===== config.mk =====
export PLATFORM = sky130hd
export DESIGN_NAME = fault_recovery_supervisor_flat
export DESIGN_NICKNAME = d
export VERILOG_FILES = /design/src/hw/rtl/frs_pkg.sv /design/src/hw/rtl/frs_if.sv /design/src/hw/rtl/frs_regs.sv /design/src/hw/rtl/fault_recovery_supervisor.sv /design/src/flat_wrapper.sv
export SDC_FILE = /design/constraint.sdc
export NUM_CORES = 1
export LEC_CHECK = 0
export ABC_AREA = 1
export BUFFER_PORTS_ARGS = -buffer_cell sky130_fd_sc_hd__buf_2
export CELL_PAD_IN_SITES_DETAIL_PLACEMENT = 0
export CELL_PAD_IN_SITES_GLOBAL_PLACEMENT = 1
export CORE_ASPECT_RATIO = 0.8
export CORE_MARGIN = 2
export CORE_UTILIZATION = 31
export DETAILED_ROUTE_END_ITERATION = 7
export PLACE_DENSITY_LB_ADDON = 0.1
export SYNTH_ARGS = -nofsm -noshare
export SYNTH_HDL_FRONTEND = slang
export SYNTH_SLANG_ARGS = --single-unit

===== constraint.sdc =====
create_clock -name clk_i -period 9.5 [get_ports clk_i]
set_input_delay 2.85 -clock clk_i [delete_from_list [all_inputs] [get_ports clk_i]]
set_output_delay 2.85 -clock clk_i [all_outputs]
set_load 0.05 [all_outputs]

===== src/hw/rtl/frs_pkg.sv =====
package frs_pkg;

  localparam int unsigned AddrW = 5;
  localparam int unsigned DataW = 32;

  localparam logic [7:0]  HardSrcMask  = 8'h05;
  localparam logic [7:0]  SoftSrcMask  = 8'h0A;
  localparam logic [15:0] VoltMinQ88   = 16'd256;
  localparam logic [15:0] VoltMaxQ88   = 16'd15360;
  localparam logic [16:0] VoltMargin   = 17'd128;

  localparam logic [15:0] RstStartDelay = 16'd500;
  localparam logic [15:0] RstCooldown   = 16'd1000;
  localparam logic [7:0]  RstMaxActions = 8'd3;
  localparam logic [15:0] RstBootWindow = 16'd3000;
  localparam logic [15:0] RstNominal    = 16'd6144;
  localparam logic [3:0]  RstFeatures   = 4'hF;

  localparam int unsigned FeatVolt    = 0;
  localparam int unsigned FeatFault   = 1;
  localparam int unsigned FeatOutput  = 2;
  localparam int unsigned FeatLoop    = 3;

  typedef enum logic [2:0] {
    REG_START_DELAY = 3'd0,
    REG_COOLDOWN    = 3'd1,
    REG_MAX_ACTIONS = 3'd2,
    REG_BOOT_WINDOW = 3'd3,
    REG_NOMINAL     = 3'd4,
    REG_FEATURES    = 3'd5
  } reg_idx_e;

  // also used for the refusal code: same numbering
  typedef enum logic [1:0] {
    ACT_NONE         = 2'd0,
    ACT_CLEAR_FAULT  = 2'd1,
    ACT_ENABLE_OUT   = 2'd2,
    ACT_RESTART_LOOP = 2'd3
  } action_e;

  typedef enum logic [2:0] {
    CAUSE_NONE    = 3'd0,
    CAUSE_FAULT   = 3'd1,
    CAUSE_OUTPUT  = 3'd2,
    CAUSE_LOOP    = 3'd3,
    CAUSE_VOLTAGE = 3'd4
  } cause_e;

  typedef struct packed {
    logic [15:0] start_delay;
    logic [15:0] cooldown;
    logic [7:0]  max_actions;
    logic [15:0] boot_window;
    logic [15:0] nominal;
    logic [3:0]  features;
  } cfg_t;

endpackage


===== src/hw/rtl/frs_if.sv =====
interface frs_in_if;
  logic        valid;
  logic        ready;
  logic        fault_latched;
  logic        output_enabled;
  logic        loop_failed;
  logic [7:0]  fault_sources;
  logic [15:0] bus_sample;

  modport source (
    output valid, fault_latched, output_enabled, loop_failed, fault_sources, bus_sample,
    input  ready
  );
  modport sink (
    input  valid, fault_latched, output_enabled, loop_failed, fault_sources, bus_sample,
    output ready
  );
endinterface

interface frs_out_if;
  logic        valid;
  logic        ready;
  logic [1:0]  action;
  logic        bus_updated;
  logic [15:0] bus_value;
  logic [1:0]  blocked_code;
  logic [2:0]  last_cause;
  logic [15:0] actions_done;

  modport source (
    output valid, action, bus_updated, bus_value, blocked_code, last_cause, actions_done,
    input  ready
  );
  modport sink (
    input  valid, action, bus_updated, bus_value, blocked_code, last_cause, actions_done,
    output ready
  );
endinterface


===== src/hw/rtl/frs_regs.sv =====
module frs_regs (
  input  logic                          clk_i,
  input  logic                          rst_ni,
  input  logic                          psel,
  input  logic                          penable,
  input  logic                          pwrite,
  input  logic [frs_pkg::AddrW-1:0]     paddr,
  input  logic [frs_pkg::DataW-1:0]     pwdata,
  output logic [frs_pkg::DataW-1:0]     prdata,
  output logic                          pready,
  output frs_pkg::cfg_t                 cfg_o
);

  frs_pkg::cfg_t      cfg_q, cfg_d;
  frs_pkg::reg_idx_e  idx;
  logic               wr_en;

  assign idx    = frs_pkg::reg_idx_e'(paddr[frs_pkg::AddrW-1:2]);
  assign wr_en  = psel & penable & pwrite;
  assign pready = 1'b1;
  assign cfg_o  = cfg_q;

  always_comb begin
    cfg_d = cfg_q;
    if (wr_en) begin
      case (idx)
        frs_pkg::REG_START_DELAY: cfg_d.start_delay = pwdata[15:0];
        frs_pkg::REG_COOLDOWN:    cfg_d.cooldown    = pwdata[15:0];
        frs_pkg::REG_MAX_ACTIONS: cfg_d.max_actions = pwdata[7:0];
        frs_pkg::REG_BOOT_WINDOW: cfg_d.boot_window = pwdata[15:0];
        frs_pkg::REG_NOMINAL:     cfg_d.nominal     = pwdata[15:0];
        frs_pkg::REG_FEATURES:    cfg_d.features    = pwdata[3:0];
        default: ;
      endcase
    end
  end

  always_comb begin
    case (idx)
      frs_pkg::REG_START_DELAY: prdata = {16'd0, cfg_q.start_delay};
      frs_pkg::REG_COOLDOWN:    prdata = {16'd0, cfg_q.cooldown};
      frs_pkg::REG_MAX_ACTIONS: prdata = {24'd0, cfg_q.max_actions};
      frs_pkg::REG_BOOT_WINDOW: prdata = {16'd0, cfg_q.boot_window};
      frs_pkg::REG_NOMINAL:     prdata = {16'd0, cfg_q.nominal};
      frs_pkg::REG_FEATURES:    prdata = {28'd0, cfg_q.features};
      default:                  prdata = '0;
    endcase
  end

  always_ff @(posedge clk_i or negedge rst_ni) begin
    if (!rst_ni) begin
      cfg_q.start_delay <= frs_pkg::RstStartDelay;
      cfg_q.cooldown    <= frs_pkg::RstCooldown;
      cfg_q.max_actions <= frs_pkg::RstMaxActions;
      cfg_q.boot_window <= frs_pkg::RstBootWindow;
      cfg_q.nominal     <= frs_pkg::RstNominal;
      cfg_q.features    <= frs_pkg::RstFeatures;
    end else begin
      cfg_q <= cfg_d;
    end
  end

endmodule


===== src/hw/rtl/fault_recovery_supervisor.sv =====
// Fault recovery supervisor. Each transfer on tick_i is one millisecond tick of fault status
// and a bus-voltage sample; each yields exactly one transfer on result_o carrying the chosen
// recovery action, an optional one-time bus-voltage correction, the last refusal, the last
// cause and the saturating action count. A tick is registered on entry; its result is
// registered in the result register when that is empty or being taken. A new tick is taken
// every cycle unless the result output stalls, the rate being set by the single decision stage
// that reads and updates the tick counter, cooldown end and action budget together. Registers sit
// on the APB port at byte addresses 4*i and should only be written while no tick is in flight.
module fault_recovery_supervisor (
  input  logic                      clk_i,
  input  logic                      rst_ni,
  frs_in_if.sink                    tick_i,
  frs_out_if.source                 result_o,
  input  logic                      psel,
  input  logic                      penable,
  input  logic                      pwrite,
  input  logic [frs_pkg::AddrW-1:0] paddr,
  input  logic [frs_pkg::DataW-1:0] pwdata,
  output logic [frs_pkg::DataW-1:0] prdata,
  output logic                      pready
);

  frs_pkg::cfg_t cfg;

  frs_regs u_regs (
    .clk_i   (clk_i),
    .rst_ni  (rst_ni),
    .psel    (psel),
    .penable (penable),
    .pwrite  (pwrite),
    .paddr   (paddr),
    .pwdata  (pwdata),
    .prdata  (prdata),
    .pready  (pready),
    .cfg_o   (cfg)
  );

  // input register
  logic        in_vld_q;
  logic        latched_q, enabled_q, failed_q;
  logic [7:0]  src_q;
  logic [15:0] sample_q;

  // supervision state
  logic [31:0] tick_q, tick_d;
  logic [31:0] cool_end_q, cool_end_d;
  logic [15:0] total_q, total_d;
  logic        vchk_q, vchk_d;
  logic        soft_used_q, soft_used_d;
  frs_pkg::action_e blocked_q, blocked_d;
  frs_pkg::cause_e  cause_q, cause_d;

  // result register
  logic             out_vld_q;
  frs_pkg::action_e act_q, act_d;
  logic             upd_q, upd_d;
  logic [15:0]      bval_q, bval_d;

  logic advance, in_ready;
  logic active, vchk_do, v_ok, cool_ok;
  logic c_fault, c_out, c_loop, any_cand;
  logic budget, hard, soft_hit, soft_path, gate;

  assign advance  = in_vld_q & (~out_vld_q | result_o.ready);
  assign in_ready = ~in_vld_q | advance;
  assign tick_i.ready = in_ready;

  always_comb begin
    tick_d  = tick_q + 32'd1;
    active  = tick_d >= {16'd0, cfg.start_delay};
    vchk_do = active & cfg.features[frs_pkg::FeatVolt] & ~vchk_q;
    v_ok    = (sample_q > frs_pkg::VoltMinQ88) && (sample_q < frs_pkg::VoltMaxQ88) &&
              ({1'b0, sample_q} > ({1'b0, cfg.nominal} + frs_pkg::VoltMargin));
    upd_d   = vchk_do & v_ok;
    bval_d  = upd_d ? sample_q : 16'd0;
    vchk_d  = vchk_q | vchk_do;

    cool_ok  = active & (tick_d >= cool_end_q);
    c_fault  = cool_ok & cfg.features[frs_pkg::FeatFault] & latched_q;
    c_out    = cool_ok & cfg.features[frs_pkg::FeatOutput] & ~enabled_q;
    c_loop   = cool_ok & cfg.features[frs_pkg::FeatLoop] & failed_q;
    any_cand = c_fault | c_out | c_loop;

    budget    = (cfg.max_actions == 8'd0) || (total_q < {8'd0, cfg.max_actions});
    hard      = |(src_q & frs_pkg::HardSrcMask);
    soft_hit  = |(src_q & frs_pkg::SoftSrcMask);
    soft_path = ~hard & soft_hit & ~soft_used_q & (tick_d <= {16'd0, cfg.boot_window});
    gate      = budget & ((src_q == 8'd0) | soft_path);

    act_d = frs_pkg::ACT_NONE;
    if (gate && any_cand) begin
      if (c_fault)    act_d = frs_pkg::ACT_CLEAR_FAULT;
      else if (c_out) act_d = frs_pkg::ACT_ENABLE_OUT;
      else            act_d = frs_pkg::ACT_RESTART_LOOP;
    end

    // a refusal leaves the state alone, so the lowest-priority candidate is recorded last
    blocked_d = blocked_q;
    if (!gate && any_cand) begin
      if (c_loop)     blocked_d = frs_pkg::ACT_RESTART_LOOP;
      else if (c_out) blocked_d = frs_pkg::ACT_ENABLE_OUT;
      else            blocked_d = frs_pkg::ACT_CLEAR_FAULT;
    end

    soft_used_d = soft_used_q | (gate & any_cand & (src_q != 8'd0));

    cause_d    = cause_q;
    total_d    = total_q;
    cool_end_d = cool_end_q;
    if (upd_d) cause_d = frs_pkg::CAUSE_VOLTAGE;
    if (act_d != frs_pkg::ACT_NONE) begin
      cause_d    = frs_pkg::cause_e'({1'b0, act_d});
      total_d    = (total_q != 16'hFFFF) ? total_q + 16'd1 : total_q;
      cool_end_d = tick_d + {16'd0, cfg.cooldown};
    end
  end

  always_ff @(posedge clk_i or negedge rst_ni) begin
    if (!rst_ni) begin
      in_vld_q    <= 1'b0;
      out_vld_q   <= 1'b0;
      tick_q      <= '0;
      cool_end_q  <= '0;
      total_q     <= '0;
      vchk_q      <= 1'b0;
      soft_used_q <= 1'b0;
      blocked_q   <= frs_pkg::ACT_NONE;
      cause_q     <= frs_pkg::CAUSE_NONE;
    end else begin
      if (in_ready) in_vld_q <= tick_i.valid;
      if (advance) begin
        out_vld_q   <= 1'b1;
        tick_q      <= tick_d;
        cool_end_q  <= cool_end_d;
        total_q     <= total_d;
        vchk_q      <= vchk_d;
        soft_used_q <= soft_used_d;
        blocked_q   <= blocked_d;
        cause_q     <= cause_d;
      end else if (result_o.ready) begin
        out_vld_q   <= 1'b0;
      end
    end
  end

  always_ff @(posedge clk_i) begin
    if (in_ready && tick_i.valid) begin
      latched_q <= tick_i.fault_latched;
      enabled_q <= tick_i.output_enabled;
      failed_q  <= tick_i.loop_failed;
      src_q     <= tick_i.fault_sources;
      sample_q  <= tick_i.bus_sample;
    end
    if (advance) begin
      act_q  <= act_d;
      upd_q  <= upd_d;
      bval_q <= bval_d;
    end
  end

  assign result_o.valid        = out_vld_q;
  assign result_o.action       = act_q;
  assign result_o.bus_updated  = upd_q;
  assign result_o.bus_value    = bval_q;
  assign result_o.blocked_code = blocked_q;
  assign result_o.last_cause   = cause_q;
  assign result_o.actions_done = total_q;

endmodule


===== src/flat_wrapper.sv =====
// flat-port wrapper written by rule: the top's interface ports become plain ports
module fault_recovery_supervisor_flat 
  (clk_i, rst_ni, psel, penable, pwrite, paddr, pwdata, prdata, pready, tick_i_valid, tick_i_fault_latched, tick_i_output_enabled, tick_i_loop_failed, tick_i_fault_sources, tick_i_bus_sample, tick_i_ready, result_o_valid, result_o_action, result_o_bus_updated, result_o_bus_value, result_o_blocked_code, result_o_last_cause, result_o_actions_done, result_o_ready);
  frs_in_if tick_i_i ();
  frs_out_if result_o_i ();
  input  logic clk_i;
  input  logic rst_ni;
  input  logic psel;
  input  logic penable;
  input  logic pwrite;
  input  logic [frs_pkg::AddrW-1:0] paddr;
  input  logic [frs_pkg::DataW-1:0] pwdata;
  output logic [frs_pkg::DataW-1:0] prdata;
  output logic pready;
  input wire logic [$bits(tick_i_i.valid)-1:0] tick_i_valid;
  input wire logic [$bits(tick_i_i.fault_latched)-1:0] tick_i_fault_latched;
  input wire logic [$bits(tick_i_i.output_enabled)-1:0] tick_i_output_enabled;
  input wire logic [$bits(tick_i_i.loop_failed)-1:0] tick_i_loop_failed;
  input wire logic [$bits(tick_i_i.fault_sources)-1:0] tick_i_fault_sources;
  input wire logic [$bits(tick_i_i.bus_sample)-1:0] tick_i_bus_sample;
  output wire logic [$bits(tick_i_i.ready)-1:0] tick_i_ready;
  output wire logic [$bits(result_o_i.valid)-1:0] result_o_valid;
  output wire logic [$bits(result_o_i.action)-1:0] result_o_action;
  output wire logic [$bits(result_o_i.bus_updated)-1:0] result_o_bus_updated;
  output wire logic [$bits(result_o_i.bus_value)-1:0] result_o_bus_value;
  output wire logic [$bits(result_o_i.blocked_code)-1:0] result_o_blocked_code;
  output wire logic [$bits(result_o_i.last_cause)-1:0] result_o_last_cause;
  output wire logic [$bits(result_o_i.actions_done)-1:0] result_o_actions_done;
  input wire logic [$bits(result_o_i.ready)-1:0] result_o_ready;
  assign tick_i_i.valid = tick_i_valid;
  assign tick_i_i.fault_latched = tick_i_fault_latched;
  assign tick_i_i.output_enabled = tick_i_output_enabled;
  assign tick_i_i.loop_failed = tick_i_loop_failed;
  assign tick_i_i.fault_sources = tick_i_fault_sources;
  assign tick_i_i.bus_sample = tick_i_bus_sample;
  assign tick_i_ready = tick_i_i.ready;
  assign result_o_valid = result_o_i.valid;
  assign result_o_action = result_o_i.action;
  assign result_o_bus_updated = result_o_i.bus_updated;
  assign result_o_bus_value = result_o_i.bus_value;
  assign result_o_blocked_code = result_o_i.blocked_code;
  assign result_o_last_cause = result_o_i.last_cause;
  assign result_o_actions_done = result_o_i.actions_done;
  assign result_o_i.ready = result_o_ready;
  fault_recovery_supervisor u_core (.clk_i(clk_i), .rst_ni(rst_ni), .tick_i(tick_i_i), .result_o(result_o_i), .psel(psel), .penable(penable), .pwrite(pwrite), .paddr(paddr), .pwdata(pwdata), .prdata(prdata), .pready(pready));
endmodule

---- Word-level counts from Yosys, hierarchy flattened ----
Cells that the tools add are included.
storage, ports and cells
  flip-flop bits (word level) ............. 211
cells by class
  add/sub/neg operators ................... 4
  muxes and demuxes ....................... 10
  equal/unequal tests ..................... 6
  magnitude comparators ................... 7
  bitwise operators ....................... 32
  reduce and logical (&&, ||, !) cells .... 26
operators by type and width
  cell                     count
  $pmux W16 S6             1
  $add A32 B1 Y32 const B  1
  $add A32 B16 Y32         1
  $ge A32 B16 Y1           1
  $ge A32 B32 Y1           1
  $le A32 B16 Y1           1
  $and A1 B1 Y1            19
  $reduce_and A2 Y1        9
  $add A16 B8 Y17 const B  1
  $gt A16 B17 Y1           1
  $add A16 B1 Y16 const B  1
  $gt A16 B9 Y1 const B    1
  $logic_not A8 Y1         2
  $lt A16 B14 Y1 const B   1
  $lt A16 B8 Y1            1
  $ne A16 B16 Y1 const B   1
  $mux W2                  4
  $reduce_bool A8 Y1       1
  $or A1 B1 Y1             7
  $eq A3 B2 Y1 const B     2
  $eq A3 B3 Y1 const B     2
  $mux W3                  2
  $not A1 Y1               6
  $reduce_bool A2 Y1       3
  other kinds (8)          15

---- Longest topological paths before layout ----
Gate-level depths: netlist of run 1.
  depth in word-level cells ............... 12
  mapped depth ............................ 25

---- Modules after synthesis ----
A second synthesis of run 1 with hierarchy kept.
unflattened totals
  cell total of the unflattened synthesis .. 1,732
  area, all modules ....................... 13,767.0 um^2
modules (own cells, without submodules)
  module                     sequential area each (um^2)  cells an instance  instances  area an instance (um^2)
  fault_recovery_supervisor  3,608.5                      1,243              1          9,793.1
  frs_regs                   1,935.6                      489                1          3,973.8

---- Worst setup path after synthesis of run 1 ----
No wires, ideal clock.
  path kind ............................... input to output
  from .................................... input port paddr[4] in the netlist's numbering
  to ...................................... output port prdata[7] in the netlist's numbering
  stages .................................. 4
  arrival ................................. 4.712 ns
  slack ................................... 1.938 ns
  data required time ...................... 6.650 ns
  path buffers ............................ 1
  path through ............................ clkbuf_1 > nor3_1 > inv_1 > o221ai_1
between the ends
  longest elaborated chain between the ends .. 2
RTL lines
  element                               line                source
  start: declaration                    flat_wrapper.sv:11  input logic [frs_pkg::AddrW-1:0] paddr;
  $eq A3 B3 Y1 (tied with other cells)  frs_regs.sv:39      case (idx)
  $pmux W16 S6 *                        frs_regs.sv:39
  end: declaration                      flat_wrapper.sv:13  output logic [frs_pkg::DataW-1:0] prdata;
Mark *: on every way between the ends. The rest lies on a longest branch, timed or not.

---- Final worst setup path of run 1 ----
  from .................................... input port paddr[2] in the netlist's numbering
  to ...................................... output port prdata[7] in the netlist's numbering
Same word-level chain as after synthesis.

==> flow_metrics.tcl, run 1 <==
set metrics [dict create \
    status "finished, final reports clean" \
    start_kind "input pin" \
    worst_ep_required_time_ps 6650 \
    power.share.sequential_pct 34.0 \
    grt_overflow_total 0 \
    fp.dieArea_um2 43400 \
    multiInputGateArea_um2 6310 \
    timing.hold.worst.class "reg2reg" \
    final.min_clock_period_ps 7380 \
    synth_edf_count 46 \
    synthTopCellsByArea "sky130_fd_sc_hd__dfrtp_1, sky130_fd_sc_hd__nand2_1, sky130_fd_sc_hd__edfxtp_1" \
    synth.avg_cell_area_um2 8.22 \
    cts_repair_resize_count 0 \
    synth_top_area_share_pct 26.7 \
    track_usage_pct 17.6 \
    antenna_diode_count 0 \
    arrival_ps 4530 \
    number_of_antenna_violations_at_the_first_check_in_global_routing 1 \
    rows 66 \
    clockBufferDepth 3 \
    fin_tns_setup_ps 0 \
    synthDominantAreaCellType "sky130_fd_sc_hd__dfrtp_1" \
    grt_first_pass_wirelength_mm 60.1 \
    irDropWorstVdd_v 0.000124 \
    reg2regPathDepth 21 \
    p_sw_mw 1.36 \
    hold_path_depth 2 \
    dr_total_vias 10500 \
    clock.fmax_mhz 135 \
    drt_wl_total_mm 37.5 \
    detail_route.vias_per_cell 4.65 \
    ff_latch_area_um2 5540 \
    cp_max_fo 14 \
    grt_pass1_vias 10200 \
    postCtsSetupBuffers 0 \
    sw_frac_of_total_pct 39.5 \
    die_width_um 233 \
    yosys.cell_types.count 54 \
    timing_worst_slew_pin_value_ps 1140 \
    tritoncts "built" \
    maxSlewHeadroom_pct 23.8 \
    power.leakage_nw 6.94 \
    io-pin-count 146 \
    cts.hold.buffers_added 0 \
    fillers 4396 \
    fin_hold_ws_ps 477 \
    internal_power_mw 2.08 \
    postSynth.topFlopCell "sky130_fd_sc_hd__dfrtp_1" \
    hpwl_mm 28.5 \
    routed_wire_length_per_instance_um 16.6 \
    grt_setup_unrepaired "false" \
    maximum_number_of_pins_on_one_net_before_global_route_repair 70 \
    finalWeightedCongestion 0.802 \
    ff_latch_count_synth 211 \
    clock-sinks 211 \
    io_buffer_count 110 \
    clock_tree_root_buffer_cell "sky130_fd_sc_hd__clkbuf_16" \
    clock_buffer_count_from_cts 28 \
    final_report_setup_violation_count 0 \
    synth_cells 1576 \
    clock_power_share_pct 30.4 \
    drt_pass1_iterations 5 \
    setup.worst_path.end_class "output pin" \
    ys_top_cells_by_count "sky130_fd_sc_hd__nand2_1, sky130_fd_sc_hd__inv_1, sky130_fd_sc_hd__dfrtp_1" \
    synth.cell_area_um2 13000 \
    combPwrFrac_pct 35.6 \
    finalHoldViolations 0 \
    fraction_of_the_yosys_area_taken_by_sequential_cells_pct 42.8 \
    clock_slew_at_the_register_clock_pins_of_the_worst_setup_and_hold_paths_ps 50 \
    timing.clock.skew_ps 20.5 \
    yosys_warning_count 0 \
    syn2layout_area_growth_pct 15.2 \
    antenna_violating_nets_post_route 0 \
    synth-async-reset-ratio_pct 78.2 \
    drcViolationCount 0 \
    final_nets 1866 \
    drt_first_iter_violations 633 \
    core-area_um2 41000 \
    post-route-period-util_pct 77.7 \
    die_height_um 187 \
    cap_viol_max_count 0 \
    clock_latency_on_the_worst_skew_pair_ps 560 \
    initial_utilization_pct 31.6 \
    final_layout_size_suffix_gt1_share_pct 13.3 \
    post-synth-top-count-cell "sky130_fd_sc_hd__nand2_1" \
    cts.htree.levels 1 \
    criticalPathCategory "in2out" \
    p_per_area_nw_per_um2 231 \
    slew_viol_final 0 \
]
logic make-up (layout without fill, tap and decap cells):
| group | Yosys count | after routing | synth area share (%) |
|---|---|---|---|
| xor+xnor | 72 | 72 | 4.87 |
| simple gates | 610 | 610 | 20.3 |
| flops | 211 | 211 | 42.8 |
| compound gates | 289 | 289 | 12.7 |
| other cells | 2 | 19 | 0.0580 |
| buf+inv | 286 | 404 | 9.05 |
| fa+ha+maj | 106 | 106 | 10.3 |
flip-flops by register name, summed over array words and instances (netlist names):
name,cells
u_core.u_regs.cfg_o,76
u_core.cool_end_q,32
u_core.tick_q,32
u_core.result_o.actions_done,16
u_core.result_o.bus_value,16
u_core.sample_q,16
u_core.src_q,8
u_core.result_o.last_cause,3
u_core.result_o.action,2
u_core.result_o.blocked_code,2
u_core.enabled_q,1
u_core.failed_q,1
u_core.in_vld_q,1
u_core.latched_q,1
u_core.result_o.bus_updated,1
u_core.result_o.valid,1
u_core.soft_used_q,1
u_core.vchk_q,1
critical path, cell delays in order:
cell and delay (ps):
sky130_fd_sc_hd__buf_2 120, sky130_fd_sc_hd__nor2_1 60, sky130_fd_sc_hd__nand2_1 480, sky130_fd_sc_hd__inv_1 260, sky130_fd_sc_hd__a221oi_1 300, sky130_fd_sc_hd__o221ai_1 200
sky130_fd_sc_hd__buf_2 260
final cells by class:
type                            instances  area share [%]
Inverter                              234            5.89
Sequential cell                       211            37.2
Tap cell                              544            4.56
Multi-Input combinational cell       1096            42.3
Timing Repair Buffer                  118            4.13
Clock buffer                           38            5.22
Clock inverter                         14           0.788
stage by stage:
step | cell area, µm² | utilization (%) | total power [mW] | setup WS (ps) | std cells
floorplan | 13000 | - | 2.03 | 1940 | 1593
global placement | 14000 | 34.2 | 2.41 | 2150 | 2203
detailed placement | 14000 | 34.2 | 2.42 | 2140 | 2203
CTS | 14900 | 36.4 | 3.50 | 2140 | 2255
global route | 14900 | 36.4 | 3.72 | 2030 | 2255
finish | 14900 | 36.4 | 3.44 | 2120 | 2255
power groups by stage:
stage | Clock [mW] | Combinational (mW) | Sequential, mW
after floorplan | 0 | 0.830 | 1.20
after global placement | 0 | 1.22 | 1.18
after detailed placement | 0 | 1.24 | 1.19
after CTS | 1.09 | 1.24 | 1.17
after global routing | 1.12 | 1.41 | 1.19
final | 1.05 | 1.23 | 1.17
cells in the final DEF, fill, tap and decap left out, drive strengths merged, types with 5 or more instances in the layout:
cell type and n:
a211oi 7, a21oi 57, a221o 7, a221oi 5, a22oi 5, buf 118, clkbuf 38, clkinv 12
conb 19, dfrtp 138, dfstp 27, edfxtp 46, ha 105, inv 234, nand2 375, nand3 57
nand4 28, nor2 105, nor3 32, nor4 8, o21ai 174, o22ai 13, xnor2 17, xor2 55
routing by layer:
metal | GRT usage [%] | vias up | wire [µm]
met5 | 0 | - | 13
met4 | 3.04 | 2 | 521
met3 | 2.47 | 36 | 1560
met2 | 24.7 | 193 | 15000
met1 | 28.4 | 4867 | 20400
li1 | - | 5390 | -
worst paths after layout:
kind                                                 start                         endpoint  slack (ps)
hold / removal             u_core.result_o.blocked_code[1]  u_core.result_o.blocked_code[1]         480
min in group asynchronous                           rst_ni  u_core.result_o.actions_done[8]        2180
setup / recovery                                  paddr[2]                        prdata[7]        2120
max in group asynchronous                           rst_ni          u_core.u_regs.cfg_o[59]        6050
setup reg to reg                          u_core.tick_q[0]            u_core.cool_end_q[23]        4210
hold reg to reg            u_core.result_o.blocked_code[1]  u_core.result_o.blocked_code[1]         480
Note: power is estimated with default switching activity, not from simulation.
==> run 2: changes to the inputs <==
==> constraint.sdc (replaced) <==
create_clock -name clk_i -period 6.85 [get_ports clk_i]
set_input_delay 2.055 -clock clk_i [delete_from_list [all_inputs] [get_ports clk_i]]
set_output_delay 2.055 -clock clk_i [all_outputs]
set_load 0.05 [all_outputs]
==> run 2 against run 1 <==
- total power rose by 42%
- final cell count did not move
- sequential share of layout area fell by 0.20 points
- worst hold slack got worse by 7.6 ps
- non-clock buffer count did not move
- clock power rose by 50%
- clock skew fell by 3.8 ps
- combinational power rose by 37%
- global-route usage fell by 0.53 points
==> flow_metrics.tcl, run 2 (synthesis gave the netlist of run 1 again) <==
set metrics [dict create \
    track_usage_pct 17.1 \
    die_height_um 187 \
    mostFrequentLayoutCell "sky130_fd_sc_hd__nand2_1" \
    fin_tns_setup_ps 0 \
    placement.cell_area_um2 14000 \
    commonest_cells_after_routing_fill_and_taps_aside "sky130_fd_sc_hd__nand2_1, sky130_fd_sc_hd__inv_1, sky130_fd_sc_hd__dfrtp_1" \
    fin_area_um2 15000 \
    grt_setup_unrepaired "false" \
    rows 66 \
    clockBufferDepth 3 \
    grt_overflow_total 0 \
    p_per_area_nw_per_um2 326 \
    crit_path_top_cell_by_count "sky130_fd_sc_hd__buf_2" \
    drt_pass1_iterations 7 \
    dr_total_vias 10500 \
    grt_first_pass_wirelength_mm 58.2 \
    antenna_diode_count 0 \
    final.min_clock_period_ps 5810 \
    finalWeightedCongestion 0.778 \
    cts_repair_resize_count 0 \
    clock_latency_on_the_worst_skew_pair_ps 560 \
    detail_route.vias_per_cell 4.64 \
    start_kind "input pin" \
    slew_viol_final 0 \
    post-route-period-util_pct 84.8 \
    io-pin-count 146 \
    initial_utilization_pct 31.6 \
    irDropWorstVdd_v 0.000218 \
    cp_slowest_cell "sky130_fd_sc_hd__nand2_1" \
    fp.dieArea_um2 43400 \
    drcViolationCount 0 \
    timing.hold.worst.class "reg2reg" \
    fin_hold_ws_ps 469 \
    met3RoutedLength_mm 1.57 \
    clock.fmax_mhz 172 \
    status "finished, final reports clean" \
    timing.clock.skew_ps 16.7 \
    drt_first_iter_violations 682 \
    maxSlewHeadroom_pct 26.4 \
    finalPower_mw 4.89 \
    cts.htree.levels 1 \
    io_buffer_count 110 \
    clock_buffer_count_from_cts 28 \
    arrival_ps 3750 \
    final_report_setup_violation_count 0 \
    worst_ep_required_time_ps 4800 \
    clock-sinks 211 \
    maximum_number_of_pins_on_one_net_before_global_route_repair 74 \
    cap_viol_max_count 0 \
    clock_slew_at_the_register_clock_pins_of_the_worst_setup_and_hold_paths_ps 60 \
    criticalPathCategory "in2out" \
    power.leakage_nw 6.98 \
    cpPeakStageDelay_ps 480 \
    postCtsSetupBuffers 0 \
    cts.hold.buffers_added 0 \
    hpwl_mm 28.2 \
    met2_wirelength_mm 14.3 \
    grt_pass1_vias 9903 \
    final_layout_size_suffix_gt1_share_pct 13.4 \
    number_of_antenna_violations_at_the_first_check_in_global_routing 0 \
    routed_wire_length_per_instance_um 16.4 \
    setup.worst_path.end_class "output pin" \
    final_nets 1866 \
    syn2layout_area_growth_pct 15.8 \
    largest_register_ffs 76 \
    clock_tree_root_buffer_cell "sky130_fd_sc_hd__clkbuf_16" \
    core-area_um2 41000 \
    cells_along_the_critical_path "buf_2, nor2_1, nand2_1, inv_1, a221oi_1, o221ai_1, buf_2" \
    fillers 4350 \
    tritoncts "built" \
    drt_wl_total_mm 37.1 \
    timing_worst_slew_pin_value_ps 1100 \
    met1_routed_wirelength_after_detailed_routing_mm 20.3 \
    die_width_um 233 \
    finalHoldViolations 0 \
    cp_max_fo 14 \
    antenna_violating_nets_post_route 0 \
    routed.top_layer "met4" \
]
[run 2: cell count changes in the layout (fill, tap and decap cells not counted)]
cell and delta:
sky130_fd_sc_hd__bufinv_16 +3, sky130_fd_sc_hd__clkinv_2 -2, sky130_fd_sc_hd__clkinv_1 +2, sky130_fd_sc_hd__clkbuf_1 -4
sky130_fd_sc_hd__clkinvlp_4 +1
[run 2: final timing paths]
check | startpoint | endpoint | slack, ps | cells past startpoint
worst min register to register | u_core.result_o.blocked_code[1] | u_core.result_o.blocked_code[1] | 470 | 2
max in group asynchronous | rst_ni | u_core.u_regs.cfg_o[72] | 4150 | 2
worst min-delay path | u_core.result_o.blocked_code[1] | u_core.result_o.blocked_code[1] | 470 | 2
worst max-delay path | paddr[2] | prdata[7] | 1040 | 7
min in group asynchronous | rst_ni | u_core.result_o.actions_done[10] | 1540 | 1
worst max register to register | u_core.tick_q[0] | u_core.cool_end_q[20] | 1560 | 21
[run 2: per-layer routing]
layer	vias to the layer above	GRT usage (%)
li1	5405	-
met1	4834	27.6
met2	185	23.3
met3	47	2.58
met4	0	3.90
met5	-	0
[run 2: critical path: cells and delay by family]
| family | cells | cell delay (ps) |
|---|---|---|
| buffers and inverters | 3 | 630 |
| AOI/OAI and AO/OA | 2 | 520 |
| and+or+nand+nor | 2 | 540 |
[run 2: through the flow]
step	std cells	utilization, %	setup slack [ps]
2_1_floorplan	1593	-	878
3_3_place_gp	2203	34.2	1060
3_5_place_dp	2203	34.2	1020
4_1_cts	2255	36.6	1010
5_1_grt	2255	36.6	813
6_report	2255	36.6	1040
[run 2: area by class of cell]
class	instances	area (µm²)	area share, %
clock inverters	18	213	1.42
multi-input cells	1096	6310	42.0
inverters	234	878	5.85
clock buffers	34	764	5.10
well taps	544	681	4.54
flip-flops and latches	211	5540	37.0
repair buffers	118	617	4.11
[run 2: power breakdown]
part	switching, mW	internal [mW]	leakage, nW
registers	0.139	1.48	2.58
logic	1.15	0.541	3.92
clock network	0.602	0.975	0.484
